`config.mk`:
```
export PLATFORM = sky130hd
export DESIGN_NAME = dpfa_free_list
export DESIGN_NICKNAME = d
export VERILOG_FILES = /design/src/rtl/dpfa_pkg.sv /design/src/rtl/dpfa_free_list.sv
export SDC_FILE = /design/constraint.sdc
export NUM_CORES = 1
export LEC_CHECK = 0
export ABC_CLOCK_PERIOD_IN_PS = 1900
export BUFFER_PORTS_ARGS = -buffer_cell sky130_fd_sc_hd__buf_2
export CORE_MARGIN = 2
export CORE_UTILIZATION = 42
export CTS_CLUSTER_SIZE = 8
export DETAILED_ROUTE_END_ITERATION = 16
export PLACE_DENSITY = 0.63
export SKIP_LAST_GASP = 1
export SLEW_MARGIN = 10
export SYNTH_ARGS = -nofsm -noshare
export SYNTH_HDL_FRONTEND = slang
export SYNTH_SLANG_ARGS = --single-unit
```
`constraint.sdc`:
```
create_clock -name clk_i -period 1.9 [get_ports clk_i]
set_input_delay 0.19 -clock clk_i [delete_from_list [all_inputs] [get_ports clk_i]]
set_output_delay 0.19 -clock clk_i [all_outputs]
set_load 0.03 [all_outputs]
```
`src/rtl/dpfa_pkg.sv`:
```
// Shared constants and types for the demand page frame allocator.
// No dependencies; every rtl module imports this package.
package dpfa_pkg;

  // Region geometry. PAGE_BYTES is a power of two; the page index is a shift.
  localparam int unsigned PAGE_COUNT = 512;
  localparam int unsigned PAGE_BYTES = 4096;

  localparam int unsigned ADDR_W  = 48;
  localparam int unsigned FRAME_W = 9;
  localparam int unsigned PAGE_W  = $clog2(PAGE_COUNT);
  localparam int unsigned OFS_W   = $clog2(PAGE_BYTES);
  localparam int unsigned CNT_W   = $clog2(PAGE_COUNT + 1);
  localparam int unsigned PFULL_W = ADDR_W - OFS_W;

  // Result codes
  typedef enum logic [1:0] {
    ST_SUCCESS   = 2'd0,
    ST_VIOLATION = 2'd1,
    ST_NO_FRAMES = 2'd2
  } status_e;

  // One page table entry
  typedef struct packed {
    logic               valid;
    logic [FRAME_W-1:0] frame;
  } pte_t;

  // Access request from the control logic to the page table
  typedef struct packed {
    logic              rd_en;
    logic [PAGE_W-1:0] rd_addr;
    logic              wr_en;
    logic [PAGE_W-1:0] wr_addr;
    pte_t              wr_data;
  } pt_req_t;

endpackage

```
`src/rtl/dpfa_free_list.sv`:
```
// Free frame stack. Frames are never returned, so entry i always holds
// frame i and the stack reduces to its fill count. Depends on dpfa_pkg.
module dpfa_free_list (
  input  logic                          clk_i,
  input  logic                          rst_ni,
  input  logic                          pop_i,
  output logic                          empty_o,
  output logic [dpfa_pkg::FRAME_W-1:0]  top_frame_o
);
  import dpfa_pkg::*;

  logic [CNT_W-1:0] count_q, count_d;

  // Top of stack is entry count - 1, which holds that frame number
  assign empty_o     = (count_q == '0);
  assign top_frame_o = FRAME_W'(count_q - CNT_W'(1));

  always_comb begin
    count_d = count_q;
    if (pop_i && !empty_o) begin
      count_d = count_q - CNT_W'(1);
    end
  end

  always_ff @(posedge clk_i or negedge rst_ni) begin
    if (!rst_ni) begin
      count_q <= CNT_W'(PAGE_COUNT);
    end else begin
      count_q <= count_d;
    end
  end

  a_pop_not_empty: assert property (@(posedge clk_i) disable iff (!rst_ni)
    pop_i |-> !empty_o)
    else $error("pop from empty free list");

  a_count_bound: assert property (@(posedge clk_i) disable iff (!rst_ni)
    count_q <= CNT_W'(PAGE_COUNT))
    else $error("free count above frame total");

  a_pop_decrements: assert property (@(posedge clk_i) disable iff (!rst_ni)
    pop_i |=> (count_q == $past(count_q) - CNT_W'(1)))
    else $error("free count did not drop on pop");

endmodule

```
==> results.ini, run 1 <==
[clock_tree]
h-tree-depth = 1
cts_tree = yes
worstSkewPairLatency_ns = 0.27
cts_sinks = 10
clk_pin_slew_ns = 0.07
cts.root.buffer_cell = clkbuf_4
cts_inserted_buffers = 3
clock_path_buffers = 2

[drt]
drc = 0
ant_nets = 0
routed_wirelength_mm = 1.57
drtIter0Drc = 13
post_drt_wl_per_cell_um = 14.3
via_per_inst = 5.55
drt_pass1_iterations = 4
vias = 610

[setup_path]
arrival_ns = 1.72
critical_path_class = flop to output port
endpoint_kind = output port
cp.required_ns = 1.71
cp-start-kind = flop
path_max_fanout = 5

[synth]
synthArstFlopShare = 1.00
yosysTopAreaCell = dfrtp_1
yosys_warnings = 0
seq_area_frac_synth = 0.364
synth_ff_type = dfrtp_1
synth_nets = 75
yosys-top-cells-count = dfrtp_1 (9), o21ai_0 (6), xnor2_1 (6)
synth_top_area_frac = 0.326
synth_area_leaders = dfrtp_1 (33%), xnor2_1 (7.6%), o21ai_0 (4.3%)
yosysMostFrequentCell = dfrtp_1
syn-instance-count = 71
syn_avg_cell_area_um2 = 9.73
synth_seq_cells = 10
synth.distinct_cells = 35
syn_area_um2 = 691
synth-edff-count = 0

[global_route]
antenna_found_initial = 0
grt_max_degree = 12
grt_overflow = 0
grt.total_usage = 0.182
grt_pass1_wl_mm = 2.59
grt_pass1_vias = 552

[timing]
hold_ws_ns = 0.270
setup-violations-final = 1
finalCritPeriodShare = 1.00
relSlewSlack = 0.726
slew_violations = 0
worstMarginPinSlew_ns = 0.412
worst_slack_ns = -0.00724
finalHoldViolations = 0
fmax_mhz = 524
min_period_ns = 1.91
skew_ns = 0.00268
rsz0062_at_grt = true

[floorplanning]
num_rows = 14
die_w_um = 44.6
dieArea_mm2 = 0.00198
core_mm2 = 0.00152
die_y_um = 44.6
ios = 13
start_util = 0.453

[place]
hpwl_mm = 1.10
routabilityCongestion = 0.784
port_buffers = 12

[status]
violations = setup timing
status = finished with violations

[layout]
diodes = 0
drive_above_1_share = 0.479
largest-register = count_q
reg_top3 = count_q (10)
largest_reg_flops = 10
final_net_count = 99
synthToLayoutAreaGrowth_pct = 33.2

[run]
drv_cap = 0

[worst_hold_path]
hold_path_class = primary input to flop

==> worst max-delay path, cell delays in order, from the launching register on <==
cell and delay (ns):
dfrtp_1 0.39, inv_2 0.08, ha_4 0.15, or4b_4 0.50, nor3_4 0.16, buf_6 0.16
==> layout by cell type (no fill, tap or decap), drive strengths merged, types with 3 or more instances in the layout <==
| cell type | netlist | layout |
|---|---|---|
| clkbuf | 3 | 4 |
| dfrtp | 9 | 9 |
| o21ai | 7 | 7 |
| inv | 4 | 4 |
| nor3 | 4 | 4 |
| nor2 | 4 | 4 |
| buf | 1 | 22 |
| xnor2 | 6 | 6 |
| or4 | 3 | 3 |
| nand2 | 5 | 5 |
==> kinds of logic (layout without fill, tap and decap cells) <==
logic type,count (synthesis),count (layout),synth area share
AO/OA/AOI/OAI,12,12,0.138
buffers and inverters,8,31,0.0580
adder cells (fa/ha/maj),1,1,0.0181
XOR/XNOR,8,8,0.101
flip-flops,10,10,0.364
AND/OR/NAND/NOR,29,29,0.274
multiplexers,3,3,0.0471
==> timing repair <==
item	in CTS	in global routing
endpoints found under the setup margin	3	8
endpoints found under the hold margin	9	0
buffers inserted	3	2
hold buffers	1	0
gates resized for setup	5	6
==> path summary, 6_finish.rpt <==
path                            startpoint    endpoint  slack (ns)  depth (start not counted)
worst max-delay path            count_q[1]     empty_o      -0.007                          5
worst min-delay path                 pop_i  count_q[1]        0.27                          3
worst max register to register  count_q[1]  count_q[1]        0.07                          6
worst min register to register  count_q[1]  count_q[1]        0.58                          2
max in group asynchronous           rst_ni  count_q[9]        1.34                          2
min in group asynchronous           rst_ni  count_q[2]        0.30                          2
==> per-stage QoR <==
| stage | utilization | cell area [um^2] | setup TNS [ns] | worst slack [ns] | cells |
|---|---|---|---|---|---|
| 2_1_floorplan | - | 722 | 0 | 0.00278 | 71 |
| 3_3_place_gp | 0.529 | 806 | 0 | 0.141 | 100 |
| 3_5_place_dp | 0.529 | 806 | 0 | 0.115 | 100 |
| 4_1_cts | 0.583 | 888 | -0.0369 | -0.0369 | 108 |
| 5_1_grt | 0.603 | 920 | -0.161 | -0.0832 | 110 |
| 6_report | 0.603 | 920 | -0.00724 | -0.00724 | 110 |
==> layout make-up <==
cell class,instances,area (um^2)
Fill cell,137,604
Multi-Input combinational cell,53,437
Sequential cell,10,253
Timing Repair Buffer,23,156
Clock buffer,4,36.3
Tap cell,16,20.0
Inverter,4,17.5
==> metal layers <==
metal	share of wire	global-route usage	vias up
met5	0	0	-
met4	0.0083	0.0424	0
met3	0.050	0.0612	4
met2	0.49	0.290	16
met1	0.45	0.237	293
li1	-	-	297
Power of run 1 is not shown: default switching activity piles up to over one toggle a cycle in this logic, so the estimate is an artifact.
==> inputs of run 2 (changes only) <==
--- a/config.mk
+++ b/config.mk
@@ -6,12 +6,11 @@
 export NUM_CORES = 1
 export LEC_CHECK = 0
 export ABC_CLOCK_PERIOD_IN_PS = 1900
-export BUFFER_PORTS_ARGS = -buffer_cell sky130_fd_sc_hd__buf_2
-export CORE_MARGIN = 2
 export CORE_UTILIZATION = 42
 export CTS_CLUSTER_SIZE = 8
 export DETAILED_ROUTE_END_ITERATION = 16
-export PLACE_DENSITY = 0.63
+export DONT_BUFFER_PORTS = 1
+export PLACE_DENSITY = 0.56
 export SKIP_LAST_GASP = 1
 export SLEW_MARGIN = 10
 export SYNTH_ARGS = -nofsm -noshare
==> run 2 against run 1 <==
  * The flow now finishes without violations
  * Clock skew rose by 0.0024 ns
  * Via count shrank 2.6%
  * Final area is 2.0% lower
  * Worst setup slack improved by 0.019 ns
  * Wire length is 0.76% higher
  * Register-to-register slack better by 0.02 ns
  * Global-route usage rose by 1.6 points
  * Hold slack lost 0.19 ns
  * Sequential cell count stayed put
  * Critical path type unchanged
  * Critical endpoint unchanged
  * Largest cell class unchanged
==> results.ini, run 2 (same netlist as run 1, synthesis figures left out) <==
[status]
status = finished clean  ; was finished with violations

[clock_tree]
clk_pin_slew_ns = 0.07  ; about the same
clock_path_buffers = 2  ; unchanged
cts_sinks = 10  ; unchanged
cts_tree = yes  ; unchanged
cts.root.buffer_cell = clkbuf_4  ; unchanged
h-tree-depth = 1  ; unchanged
worstSkewPairLatency_ns = 0.26  ; was 0.27 ns
cts_inserted_buffers = 3  ; unchanged

[drt]
drtIter0Drc = 24  ; was 13
drc = 0  ; unchanged
drt_pass1_iterations = 4  ; unchanged
via_per_inst = 5.60  ; was 5.55
routed_wirelength_mm = 1.58  ; was 1.57 mm
ant_nets = 0  ; unchanged
post_drt_wl_per_cell_um = 14.9  ; was 14.3 um
vias = 594  ; was 610

[floorplanning]
num_rows = 14  ; unchanged
dieArea_mm2 = 0.00181  ; was 0.00198 mm^2
die_w_um = 42.6  ; was 44.6 um
core_mm2 = 0.00152  ; unchanged
ios = 13  ; unchanged
die_y_um = 42.6  ; was 44.6 um
start_util = 0.453  ; unchanged

[layout]
largest_reg_flops = 10  ; unchanged
layout_commonest_cell = buf_4  ; unchanged
fin_cells = 106  ; was 110
largest-register = count_q  ; unchanged
reg_top3 = count_q (10)  ; unchanged
final_cell_mix = buf_4 (17), dfrtp_1 (9), xnor2_1 (5), nand2_1 (5)  ; was buf_4 (12), buf_2 (9), dfrtp_1 (8), xnor2_1 (5), nand2_1 (5)
nFillCells = 138  ; was 137
synthToLayoutAreaGrowth_pct = 30.4  ; was 33.2%
utilization = 0.591  ; was 0.603
drive_above_1_share = 0.433  ; was 0.479
diodes = 0  ; unchanged
final_net_count = 95  ; was 99

[setup_path]
arrival_ns = 1.70  ; was 1.72 ns
critical_path_class = flop to output port  ; unchanged
cp-start-kind = flop  ; unchanged
path_max_fanout = 4  ; was 5
rr_worst_depth = 6  ; unchanged
endpoint_kind = output port  ; unchanged
cp.required_ns = 1.71  ; about the same

[timing]
fmax_mhz = 530  ; was 524 MHz
finalCritPeriodShare = 0.994  ; was 1.00
relSlewSlack = 0.692  ; was 0.726
hold_ws_ns = 0.0812  ; was 0.270 ns
skew_ns = 0.00507  ; was 0.00268 ns
rsz0062_at_grt = true  ; unchanged
worst_slack_ns = 0.0120  ; was -0.00724 ns
finalHoldViolations = 0  ; unchanged
worstMarginPinSlew_ns = 0.461  ; was 0.412 ns
min_period_ns = 1.89  ; was 1.91 ns
slew_violations = 0  ; unchanged
setup-violations-final = 0  ; was 1

[global_route]
antenna_found_initial = 0  ; unchanged
grt_pass1_vias = 602  ; was 552
grt.total_usage = 0.198  ; was 0.182
grt_overflow = 0  ; unchanged
grt_pass1_wl_mm = 2.70  ; was 2.59 mm
grt_max_degree = 12  ; unchanged

[place]
routabilityCongestion = 0.729  ; was 0.784
place_ws_ns = 0.113  ; was 0.115 ns
port_buffers = 0  ; was 12
place_inst = 96  ; was 100
hpwl_mm = 1.03  ; was 1.10 mm

[worst_hold_path]
worstHoldPathCells = 2  ; was 3
hold_path_class = primary input to flop  ; unchanged

[run]
drv_cap = 0  ; unchanged

[run 2: routing by layer]
metal  part of all wire  routed length (um)  vias up  global-route usage
li1                   -                   -      290                   -
met2               0.51                 806       20               0.338
met1               0.43                 678      282               0.238
met5                  0                   0        -                   0
met3              0.054                  86        2              0.0345
met4             0.0057                   9        0              0.0938
[run 2: critical path, stage by stage, from the launching register on]
cell and delay, ns:
dfrtp_1 0.41, inv_4 0.07, ha_4 0.14, or4b_4 0.49, nor3_4 0.15, buf_6 0.15
[run 2: layout make-up]
cell class | instances | area [um^2] | area share
inverter | 4 | 17.5 | 0.0194
tap | 16 | 20.0 | 0.0222
clock buffer | 4 | 26.3 | 0.0292
sequential | 10 | 251 | 0.279
timing repair buffer | 19 | 149 | 0.165
multi-input combinational | 53 | 437 | 0.485
[run 2: path summary, 6_finish.rpt]
path,startpoint,endpoint,slack [ns]
max,count_q[0],empty_o,0.01
min,pop_i,count_q[0],0.08
max reg2reg,count_q[0],count_q[1],0.09
min reg2reg,count_q[1],count_q[1],0.59
max in group asynchronous,rst_ni,count_q[9],1.25
min in group asynchronous,rst_ni,count_q[1],0.31
[run 2: repair_timing]
| item | CTS | global route |
|---|---|---|
| cloned | 0 | 0 |
| endpoints found under the setup margin | 3 | 7 |
| endpoints found under the hold margin | 10 | 0 |
| resized for setup | 2 | 3 |
| hold buffers | 1 | 0 |
| setup buffers | 4 | 1 |
| pin swaps | 1 | 1 |
[run 2: per-stage QoR]
stage,TNS (ns),cell area [um^2]
6_report,0,901
5_1_grt,-0.0415,901
4_1_cts,0,876
3_5_place_dp,0,806
3_3_place_gp,0,806
2_1_floorplan,0,722
Power of run 2 is left out for the same reason.
